**src/design/ccc_pkg.sv**
```systemverilog
`timescale 1ns / 1ps

package ccc_pkg;

   localparam int ENERGY_W = 48;
   localparam int SUM_W    = ENERGY_W + 2;
   localparam int PROD_W   = 33;
   localparam int DIV_STEPS = 6;
   localparam int DIV_CNT_W = $clog2(DIV_STEPS);

   localparam logic signed [ENERGY_W-1:0] EMPTY_RESET = -48'sd864000000000;
   localparam logic [15:0] EFF_RESET      = 16'd57016;
   localparam logic [9:0]  INTERVAL_RESET = 10'd300;

   localparam int EMPTY_DIVISOR = 20;
   localparam int SEC_LIMIT     = 60;
   localparam int MIN_LIMIT     = 60;
   localparam int HOUR_LIMIT    = 24;

   localparam logic [1:0] OP_TICK  = 2'd0;
   localparam logic [1:0] OP_CLEAR = 2'd1;
   localparam logic [1:0] OP_LOAD  = 2'd2;

   localparam logic [1:0] CSR_EMPTY    = 2'd0;
   localparam logic [1:0] CSR_EFF      = 2'd1;
   localparam logic [1:0] CSR_INTERVAL = 2'd2;

   typedef enum logic [2:0] {
      ST_IDLE,
      ST_MUL1,
      ST_MUL2,
      ST_ACC,
      ST_CLEAR,
      ST_DIV,
      ST_LOAD,
      ST_DONE
   } state_type;

   typedef struct packed {
      logic ld_input;
      logic mul1;
      logic mul2;
      logic acc;
      logic clear;
      logic div_step;
      logic load;
      logic ld_out;
   } cmd_type;

   typedef struct packed {
      logic div_last;
   } stat_type;

   // clamp to [min(empty, 0), 0]
   function automatic logic signed [ENERGY_W-1:0] clamp_energy(
      input logic signed [SUM_W-1:0]    v,
      input logic signed [ENERGY_W-1:0] empty
   );
      logic signed [SUM_W-1:0] lo;
      logic signed [ENERGY_W-1:0] res;
      lo = empty[ENERGY_W-1] ? SUM_W'(empty) : '0;
      if (v < lo) begin
         res = lo[ENERGY_W-1:0];
      end else if (v > 0) begin
         res = '0;
      end else begin
         res = v[ENERGY_W-1:0];
      end
      return res;
   endfunction

endpackage

```
**src/design/ccc_ctrl.sv**
```systemverilog
`timescale 1ns / 1ps

module ccc_ctrl (
   input  logic               clock,
   input  logic               reset,
   input  logic               req_tvalid,
   output logic               req_tready,
   input  logic [1:0]         req_op,
   output logic               rsp_tvalid,
   input  logic               rsp_tready,
   input  ccc_pkg::stat_type  stat,
   output ccc_pkg::cmd_type   cmd
);

   ccc_pkg::state_type state_ff, state_in;
   logic rsp_valid_ff, rsp_valid_in;
   logic out_free;

   assign out_free   = !rsp_valid_ff || rsp_tready;
   assign rsp_tvalid = rsp_valid_ff;

   always_ff @(posedge clock) begin
      if (reset) begin
         state_ff     <= ccc_pkg::ST_IDLE;
         rsp_valid_ff <= 1'b0;
      end else begin
         state_ff     <= state_in;
         rsp_valid_ff <= rsp_valid_in;
      end
   end

   always_comb begin
      state_in   = state_ff;
      cmd        = '0;
      req_tready = 1'b0;
      case (state_ff)
         ccc_pkg::ST_IDLE: begin
            req_tready = 1'b1;
            if (req_tvalid) begin
               cmd.ld_input = 1'b1;
               case (req_op)
                  ccc_pkg::OP_TICK:  state_in = ccc_pkg::ST_MUL1;
                  ccc_pkg::OP_CLEAR: state_in = ccc_pkg::ST_CLEAR;
                  ccc_pkg::OP_LOAD:  state_in = ccc_pkg::ST_DIV;
                  default:           state_in = ccc_pkg::ST_DONE;
               endcase
            end
         end
         ccc_pkg::ST_MUL1: begin
            cmd.mul1 = 1'b1;
            state_in = ccc_pkg::ST_MUL2;
         end
         ccc_pkg::ST_MUL2: begin
            cmd.mul2 = 1'b1;
            state_in = ccc_pkg::ST_ACC;
         end
         ccc_pkg::ST_ACC: begin
            cmd.acc  = 1'b1;
            state_in = ccc_pkg::ST_DONE;
         end
         ccc_pkg::ST_CLEAR: begin
            cmd.clear = 1'b1;
            state_in  = ccc_pkg::ST_DONE;
         end
         ccc_pkg::ST_DIV: begin
            cmd.div_step = 1'b1;
            if (stat.div_last) begin
               state_in = ccc_pkg::ST_LOAD;
            end
         end
         ccc_pkg::ST_LOAD: begin
            cmd.load = 1'b1;
            state_in = ccc_pkg::ST_DONE;
         end
         ccc_pkg::ST_DONE: begin
            if (out_free) begin
               cmd.ld_out = 1'b1;
               state_in   = ccc_pkg::ST_IDLE;
            end
         end
         default: state_in = ccc_pkg::ST_IDLE;
      endcase
   end

   always_comb begin
      if (cmd.ld_out) begin
         rsp_valid_in = 1'b1;
      end else if (rsp_tready) begin
         rsp_valid_in = 1'b0;
      end else begin
         rsp_valid_in = rsp_valid_ff;
      end
   end

endmodule

```
**src/design/ccc_datapath.sv**
```systemverilog
`timescale 1ns / 1ps

module ccc_datapath (
   input  logic                                    clock,
   input  logic                                    reset,
   input  ccc_pkg::cmd_type                        cmd,
   output ccc_pkg::stat_type                       stat,
   input  logic                                    csr_we,
   input  logic [1:0]                              csr_addr,
   input  logic [ccc_pkg::ENERGY_W-1:0]            csr_wdata,
   input  logic [15:0]                             in_voltage,
   input  logic signed [15:0]                      in_current,
   input  logic signed [ccc_pkg::ENERGY_W-1:0]     in_saved,
   output logic [4:0]                              out_hours,
   output logic [5:0]                              out_minutes,
   output logic [5:0]                              out_seconds,
   output logic signed [ccc_pkg::ENERGY_W-1:0]     out_energy,
   output logic                                    out_strobe
);

   localparam int EW = ccc_pkg::ENERGY_W;
   localparam int SW = ccc_pkg::SUM_W;
   localparam int PW = ccc_pkg::PROD_W;

   // configuration
   logic signed [EW-1:0] empty_ff;
   logic [15:0]          eff_ff;
   logic [9:0]           interval_ff;

   // clock and energy state
   logic [5:0]           sec_ff, sec_in;
   logic [5:0]           min_ff, min_in;
   logic [4:0]           hour_ff, hour_in;
   logic signed [EW-1:0] acc_ff, acc_in;
   logic signed [EW-1:0] last_ff, last_in;
   logic [9:0]           save_cnt_ff, save_cnt_in;
   logic                 strobe_ff, strobe_in;

   // operands and intermediates
   logic [15:0]          volt_ff;
   logic signed [15:0]   cur_ff;
   logic signed [EW-1:0] saved_ff;
   logic signed [PW-1:0] prod_ff;
   logic                 cur_pos_ff;
   logic signed [PW-1:0] pwr_ff;
   logic [EW-1:0]        dvd_ff;
   logic [EW-1:0]        quo_ff;
   logic                 dneg_ff;
   logic [ccc_pkg::DIV_CNT_W-1:0] dcnt_ff;

   // output register
   logic [4:0]           o_hours_ff;
   logic [5:0]           o_min_ff;
   logic [5:0]           o_sec_ff;
   logic signed [EW-1:0] o_energy_ff;
   logic                 o_strobe_ff;

   logic [EW-1:0]        empty_mag;
   logic [5:0]           div_rem;
   logic [9:0]           div_fix;
   logic [EW-1:0]        quo_step;
   logic [31:0]          scaled_hi;
   logic [47:0]          scaled;
   logic signed [SW-1:0] tick_sum;
   logic signed [EW-1:0] tick_acc;
   logic signed [EW:0]   quo_s;
   logic signed [SW-1:0] load_sum;
   logic signed [EW-1:0] load_acc;
   logic [10:0]          save_next;

   assign empty_mag = empty_ff[EW-1] ? EW'(-empty_ff) : empty_ff;
   assign stat.div_last = dcnt_ff == ccc_pkg::DIV_CNT_W'(ccc_pkg::DIV_STEPS - 1);

   // divide by 20 as (x / 4) / 5: shift-add series for 1/5, then remainder fix-up
   assign div_rem = dvd_ff[5:0] - quo_ff[5:0] * 6'd5;
   assign div_fix = 10'(div_rem) * 10'd13;

   always_comb begin
      case (dcnt_ff)
         ccc_pkg::DIV_CNT_W'(0): quo_step = (dvd_ff >> 3) + (dvd_ff >> 4);
         ccc_pkg::DIV_CNT_W'(1): quo_step = quo_ff + (quo_ff >> 4);
         ccc_pkg::DIV_CNT_W'(2): quo_step = quo_ff + (quo_ff >> 8);
         ccc_pkg::DIV_CNT_W'(3): quo_step = quo_ff + (quo_ff >> 16);
         ccc_pkg::DIV_CNT_W'(4): quo_step = quo_ff + (quo_ff >> 32);
         default:                quo_step = quo_ff + EW'(div_fix[9:6]);
      endcase
   end

   assign scaled    = prod_ff[31:0] * eff_ff;
   assign scaled_hi = 32'(scaled[47:16]);
   assign tick_sum  = SW'(acc_ff) + SW'(pwr_ff);
   assign tick_acc  = ccc_pkg::clamp_energy(tick_sum, empty_ff);
   assign quo_s     = dneg_ff ? -$signed({1'b0, quo_ff}) : $signed({1'b0, quo_ff});
   assign load_sum  = SW'(saved_ff) + SW'(quo_s);
   assign load_acc  = ccc_pkg::clamp_energy(load_sum, empty_ff);
   assign save_next = {1'b0, save_cnt_ff} + 11'd1;

   always_ff @(posedge clock) begin
      if (reset) begin
         empty_ff    <= ccc_pkg::EMPTY_RESET;
         eff_ff      <= ccc_pkg::EFF_RESET;
         interval_ff <= ccc_pkg::INTERVAL_RESET;
      end else if (csr_we) begin
         case (csr_addr)
            ccc_pkg::CSR_EMPTY:    empty_ff    <= csr_wdata;
            ccc_pkg::CSR_EFF:      eff_ff      <= csr_wdata[15:0];
            ccc_pkg::CSR_INTERVAL: interval_ff <= csr_wdata[9:0];
            default: ;
         endcase
      end
   end

   always_comb begin
      sec_in      = sec_ff;
      min_in      = min_ff;
      hour_in     = hour_ff;
      acc_in      = acc_ff;
      last_in     = last_ff;
      save_cnt_in = save_cnt_ff;
      strobe_in   = strobe_ff;
      if (cmd.ld_input) begin
         strobe_in = 1'b0;
      end
      if (cmd.acc) begin
         acc_in = tick_acc;
         if (sec_ff == 6'(ccc_pkg::SEC_LIMIT - 1)) begin
            sec_in = '0;
            if (min_ff == 6'(ccc_pkg::MIN_LIMIT - 1)) begin
               min_in = '0;
               if (hour_ff == 5'(ccc_pkg::HOUR_LIMIT - 1)) begin
                  hour_in = '0;
               end else begin
                  hour_in = hour_ff + 5'd1;
               end
            end else begin
               min_in = min_ff + 6'd1;
            end
         end else begin
            sec_in = sec_ff + 6'd1;
         end
         if (save_next > {1'b0, interval_ff}) begin
            save_cnt_in = '0;
            if (last_ff != tick_acc) begin
               last_in   = tick_acc;
               strobe_in = 1'b1;
            end
         end else begin
            save_cnt_in = save_next[9:0];
         end
      end
      if (cmd.clear) begin
         acc_in = '0;
      end
      if (cmd.load) begin
         acc_in  = load_acc;
         last_in = load_acc;
      end
   end

   always_ff @(posedge clock) begin
      if (reset) begin
         sec_ff      <= '0;
         min_ff      <= '0;
         hour_ff     <= '0;
         acc_ff      <= '0;
         last_ff     <= '0;
         save_cnt_ff <= '0;
         strobe_ff   <= 1'b0;
      end else begin
         sec_ff      <= sec_in;
         min_ff      <= min_in;
         hour_ff     <= hour_in;
         acc_ff      <= acc_in;
         last_ff     <= last_in;
         save_cnt_ff <= save_cnt_in;
         strobe_ff   <= strobe_in;
      end
   end

   always_ff @(posedge clock) begin
      if (cmd.ld_input) begin
         volt_ff  <= in_voltage;
         cur_ff   <= in_current;
         saved_ff <= in_saved;
         dvd_ff   <= empty_mag >> 2;
         dneg_ff  <= empty_ff[EW-1];
         dcnt_ff  <= '0;
      end else if (cmd.div_step) begin
         quo_ff  <= quo_step;
         dcnt_ff <= dcnt_ff + ccc_pkg::DIV_CNT_W'(1);
      end
      if (cmd.mul1) begin
         prod_ff    <= $signed({1'b0, volt_ff}) * cur_ff;
         cur_pos_ff <= !cur_ff[15] && (cur_ff != 16'sd0);
      end
      if (cmd.mul2) begin
         pwr_ff <= cur_pos_ff ? $signed({1'b0, scaled_hi}) : prod_ff;
      end
      if (cmd.ld_out) begin
         o_hours_ff  <= hour_ff;
         o_min_ff    <= min_ff;
         o_sec_ff    <= sec_ff;
         o_energy_ff <= acc_ff;
         o_strobe_ff <= strobe_ff;
      end
   end

   assign out_hours   = o_hours_ff;
   assign out_minutes = o_min_ff;
   assign out_seconds = o_sec_ff;
   assign out_energy  = o_energy_ff;
   assign out_strobe  = o_strobe_ff;

endmodule

```
**src/design/coulomb_counter_with_clock_core.sv**
```systemverilog
`timescale 1ns / 1ps
// battery energy gauge with time-of-day clock
// req channel: one transaction per operation, kind in req_tuser
//   (tick, charging-complete clear, load saved energy), operands in req_tdata
// rsp channel: exactly one transaction per request carrying the clock,
//   the clamped energy count and the save strobe (rsp_tuser)
// csr port: csr_we writes csr_wdata to register csr_addr
//   (0 empty level, 1 charging efficiency q0.16, 2 save interval)
// a tick runs two chained multiplies (power, then efficiency scaling)
//   and the add/clamp stage before the response
// a load runs the six-step shift-add divide of the empty level by 20,
//   then loads; clear just zeroes the count; an unused code only responds
// one operation is in flight at a time; req_tready is high again once the
//   result sits in the output register, so a new request can be taken
//   while a previous response still waits, but not before the current
//   operation has been moved into the output register
// when rsp_tready is low the response holds and a finished operation
//   waits for the output register to free up
// synchronous reset clears the clock, energy count, last saved value and
//   save counter and restores the register defaults

module coulomb_counter_with_clock_core (
   input  logic        clock,
   input  logic        reset,
   input  logic        req_tvalid,
   output logic        req_tready,
   input  logic [79:0] req_tdata,  // battery_voltage_mv, battery_current_ma, saved_energy
   input  logic [1:0]  req_tuser,  // operation
   output logic        rsp_tvalid,
   input  logic        rsp_tready,
   output logic [71:0] rsp_tdata,  // hours, minutes, seconds, energy_count, zero fill
   output logic        rsp_tuser,  // save_strobe
   input  logic        csr_we,
   input  logic [1:0]  csr_addr,
   input  logic [47:0] csr_wdata
);

   ccc_pkg::cmd_type  cmd;
   ccc_pkg::stat_type stat;

   logic [4:0]                          hours;
   logic [5:0]                          minutes;
   logic [5:0]                          seconds;
   logic signed [ccc_pkg::ENERGY_W-1:0] energy;
   logic                                strobe;

   ccc_ctrl u_ctrl (
      .clock      (clock),
      .reset      (reset),
      .req_tvalid (req_tvalid),
      .req_tready (req_tready),
      .req_op     (req_tuser),
      .rsp_tvalid (rsp_tvalid),
      .rsp_tready (rsp_tready),
      .stat       (stat),
      .cmd        (cmd)
   );

   ccc_datapath u_datapath (
      .clock       (clock),
      .reset       (reset),
      .cmd         (cmd),
      .stat        (stat),
      .csr_we      (csr_we),
      .csr_addr    (csr_addr),
      .csr_wdata   (csr_wdata),
      .in_voltage  (req_tdata[15:0]),
      .in_current  ($signed(req_tdata[31:16])),
      .in_saved    ($signed(req_tdata[79:32])),
      .out_hours   (hours),
      .out_minutes (minutes),
      .out_seconds (seconds),
      .out_energy  (energy),
      .out_strobe  (strobe)
   );

   assign rsp_tdata = {7'd0, energy, seconds, minutes, hours};
   assign rsp_tuser = strobe;

endmodule
```
**config.mk**
```make
export PLATFORM = sky130hd
export DESIGN_NAME = coulomb_counter_with_clock_core
export DESIGN_NICKNAME = d
export VERILOG_FILES = /design/src/design/ccc_pkg.sv /design/src/design/ccc_ctrl.sv /design/src/design/ccc_datapath.sv /design/src/design/coulomb_counter_with_clock_core.sv
export SDC_FILE = /design/constraint.sdc
export NUM_CORES = 2
export LEC_CHECK = 0
export CAP_MARGIN = 20
export CORE_ASPECT_RATIO = 0.7
export CORE_MARGIN = 3
export CORE_UTILIZATION = 42
export CTS_CLUSTER_DIAMETER = 100
export CTS_CLUSTER_SIZE = 10
export DETAILED_ROUTE_END_ITERATION = 6
export DONT_BUFFER_PORTS = 1
export GPL_TIMING_DRIVEN = 0
export PLACE_DENSITY = 0.64
export SLEW_MARGIN = 20
export SYNTH_ARGS = -nofsm -noshare
export SYNTH_HDL_FRONTEND = slang
export SYNTH_HIERARCHICAL = 1
export SYNTH_SLANG_ARGS = --single-unit
```
**constraint.sdc**
```tcl
create_clock -name clock -period 24.8 [get_ports clock]
set_clock_uncertainty 0.1 [all_clocks]
set_input_delay 0 -clock clock [delete_from_list [all_inputs] [get_ports clock]]
set_output_delay 0 -clock clock [all_outputs]
set_load 0.05 [all_outputs]
```
==> run_results.csv <==
group,metric,value,unit
run_status,outcome,"complete, but fails checks",
run_status,failing_checks,"design-rule violations",
timing,final-setup-viol-count,0,
worst_setup_path,timing.critical_path.slowest_cell_delay,940,ps
synthesis,yosys.cell_types.count,95,
worst_setup_path,launching_element_type_of_the_critical_path,"register",
grt,pin_count_of_the_biggest_net_entering_global_routing,67,
floorplan,die_height,322,um
synthesis,async_flop_share,0,
worst_setup_path,crit_type,"register to register",
cts,clk-insertion-delay-late,720,ps
synthesis,synthSimpleGateAreaFrac,0.169,
synthesis,synth_seq_cells,513,
synthesis,syn_area,59800,sq um
synthesis,synth_area_leaders,"sky130_fd_sc_hd__fa_1 (21%), sky130_fd_sc_hd__edfxtp_1 (15%), sky130_fd_sc_hd__ha_1 (12%), sky130_fd_sc_hd__dfxtp_1 (6.9%), sky130_fd_sc_hd__nand2_1 (6.2%)",
drt,route.detailed.drc,59,
timing,transition_at_the_pin_with_the_smallest_max_transition_slack,1310,ps
cts,htree_num_levels,2,
worst_hold_path,worst_hold_path_type,"input pin to register",
cts,numClockSinks,513,
drt,detail_route.first_pass.iterations,7,
synthesis,synthFlopType,"sky130_fd_sc_hd__edfxtp_1",
worst_setup_path,cp_data_arrival_time,13690,ps
timing,fmax,0.0757,GHz
grt,grt_use_total,0.309,
cts,postCtsSetupRepairBufs,0,
worst_setup_path,worst_ep_required_time,25270,ps
finish,fillers,13400,
timing,unrepaired_setup_endpoints_after_global_routing,"false",
worst_setup_path,critical_path_s_slowest_cell,"sky130_fd_sc_hd__nor4_1",
synthesis,main_combinational_cell_family_by_area_after_synthesis,"adder cells",
floorplan,floorplan.die_area,147000,sq um
cts,cts_made_buffers,58,
finish,syn_to_final_growth,11.9,%
timing,fin_worst_hold_slack,39.0,ps
cts,cts_root_buf,"sky130_fd_sc_hd__clkbuf_16",
synthesis,syn-mean-instance-area,8.86,sq um
drt,ant_nets,0,
floorplan,ioPinCount,212,
placed_design,pre_cts_ws,12060,ps
timing,slew_headroom,0.127,
timing,period_needed,13210,ps
synthesis,warnings_synthesis,6,
finish,drive_above_1_share,0.0292,
placed_design,place_inst,8657,
synthesis,synth_area_leader_cell,"sky130_fd_sc_hd__fa_1",
worst_setup_path,worstSetupEndpointType,"register",
floorplan,die_width,457,um
worst_setup_path,crit_top_cell,"sky130_fd_sc_hd__clkbuf_1",
synthesis,synthMuxAreaShare,0.00945,
finish,layout_common_cells,"sky130_fd_sc_hd__nand2_1 (991), sky130_fd_sc_hd__inv_1 (802), sky130_fd_sc_hd__fa_1 (620)",
finish,final_core_util,0.475,
cts,tritoncts,"yes",
synthesis,synth_largest_type_area_fraction,0.207,
timing,finalWorstSetupSlack,11590,ps
synthesis,synth_sequential_area_ratio,0.223,
synthesis,netlist_instances,6752,
timing,min_period_over_period,0.533,
floorplan,placeableCoreArea,141000,sq um
grt,antenna_violations_before_repair,10,
placed_design,place.gp.congestion,1.06,
cts,clock_pin_slew_on_the_worst_setup_and_hold_paths,70,ps
synthesis,yosys.area_share.xor_xnor,0.0542,
finish,design.final.nets,8431,
finish,layout.cells.most_common,"sky130_fd_sc_hd__nand2_1",
drt,routed_wirelength,231000,um
flow_run,drv.max_cap_violation_count,0,
worst_setup_path,largest_fanout_of_any_net_on_the_critical_path,10,
drt,route.detailed.wl_per_inst,25.6,um
finish,final-instance-count-excl-fill,9038,
drt,drt_first_iter_violations,6869,
placed_design,io_buffers,0,
grt,grt_pass1_wl,341000,um
drt,detailroute.via_count,53300,
synthesis,synth-adder-area-share,0.325,
timing,final_number_of_max_transition_violations,0,
floorplan,placement_rows,115,
synthesis,synth_compound_area_frac,0.148,
drt,vias_per_cell,5.90,
timing,finalHoldViolCount,0,
synthesis,count_of_flip_flops_with_a_built_in_enable_after_synthesis,308,
grt,grt_overflow,0,
floorplan,initial_core_util,0.424,
placed_design,post-dp-hpwl,185000,um
cts,max-clock-path-buffers,3,
grt,number_of_global_route_vias_before_repair,51600,
## logic make-up after synthesis
family / Yosys count
other: 1
and+or+nand+nor: 2135
DFF: 513
AOI/OAI and AO/OA: 1371
xor gates and xnor gates: 370
muxes: 53
adders and majority gates: 1181
buffers and inverters: 1128
## what timing repair did
| action | 4_1_cts | 5_1_grt |
|---|---|---|
| gates resized for setup | 0 | 0 |
| endpoints found under the hold margin | 219 | 0 |
| hold buffers | 269 | 0 |
## worst max-delay path: cells and delay by family (launching register included)
kind                     cells  cell delay (ps)
flip-flops                   1              340
buffers and inverters       10             6330
adder cells (fa/ha/maj)      2              750
AND/OR/NAND/NOR              5             2190
AO/OA/AOI/OAI               11             3350
## registers in the layout, indices dropped and copies added, names as in the netlist, 46 cells and up
name                   flops
u_datapath/quo_ff         48
u_datapath/dvd_ff         46
u_datapath/acc_ff         48
u_datapath/out_energy     48
u_datapath/empty_ff       48
u_datapath/saved_ff       48
u_datapath/last_ff        48
## cells in the mapped netlist, types with 205 or more instances
master and n:
sky130_fd_sc_hd__dfxtp_1 205, sky130_fd_sc_hd__o21ai_0 253, sky130_fd_sc_hd__nand2_1 991, sky130_fd_sc_hd__and2_1 261, sky130_fd_sc_hd__inv_1 802, sky130_fd_sc_hd__nor2_1 316, sky130_fd_sc_hd__fa_1 620, sky130_fd_sc_hd__a21oi_1 410
sky130_fd_sc_hd__xnor2_1 256, sky130_fd_sc_hd__ha_1 560, sky130_fd_sc_hd__edfxtp_1 308, sky130_fd_sc_hd__clkbuf_1 290
## routing by layer
| metal | global-route usage | wire, um | vias to the layer above |
|---|---|---|---|
| met2 | 0.450 | 94900 | 2971 |
| met5 | 0 | 27 | - |
| met1 | 0.439 | 98900 | 26300 |
| li1 | - | - | 23600 |
| met3 | 0.0869 | 28400 | 425 |
| met4 | 0.106 | 9370 | 4 |
## per-stage QoR
stage / setup TNS [ps] / cell area (sq um)
5_1_grt: 0 / 66900
2_1_floorplan: 0 / 59800
3_3_place_gp: -378510 / 62200
6_report: 0 / 66900
4_1_cts: 0 / 66900
3_5_place_dp: 0 / 62500
## cell type report
class / count / area (sq um) / area share
clock buffer: 100 / 1640 / 0.0245
tap: 1872 / 2340 / 0.0350
timing repair buffer: 296 / 2930 / 0.0438
sequential: 513 / 13400 / 0.199
clock inverter: 5 / 75.1 / 0.00112
inverter: 805 / 3020 / 0.0451
multi-input combinational: 5117 / 42300 / 0.632
buffer: 323 / 1260 / 0.0188
antenna: 7 / 17.5 / 0.000262
## final timing paths
check	startpoint	to	slack, ps	cells past startpoint
setup / recovery	u_datapath/empty_ff[47]	u_datapath/last_ff[36]	11590	28
hold reg to reg	u_datapath/strobe_ff	u_datapath/out_strobe	330	0
hold / removal	csr_wdata[18]	u_datapath/empty_ff[18]	40	3
setup reg to reg	u_datapath/empty_ff[47]	u_datapath/last_ff[36]	11590	28
Power is left out: the tool's default activity adds up to more than one toggle a clock period on the data nets, which glitch-free logic cannot reach.
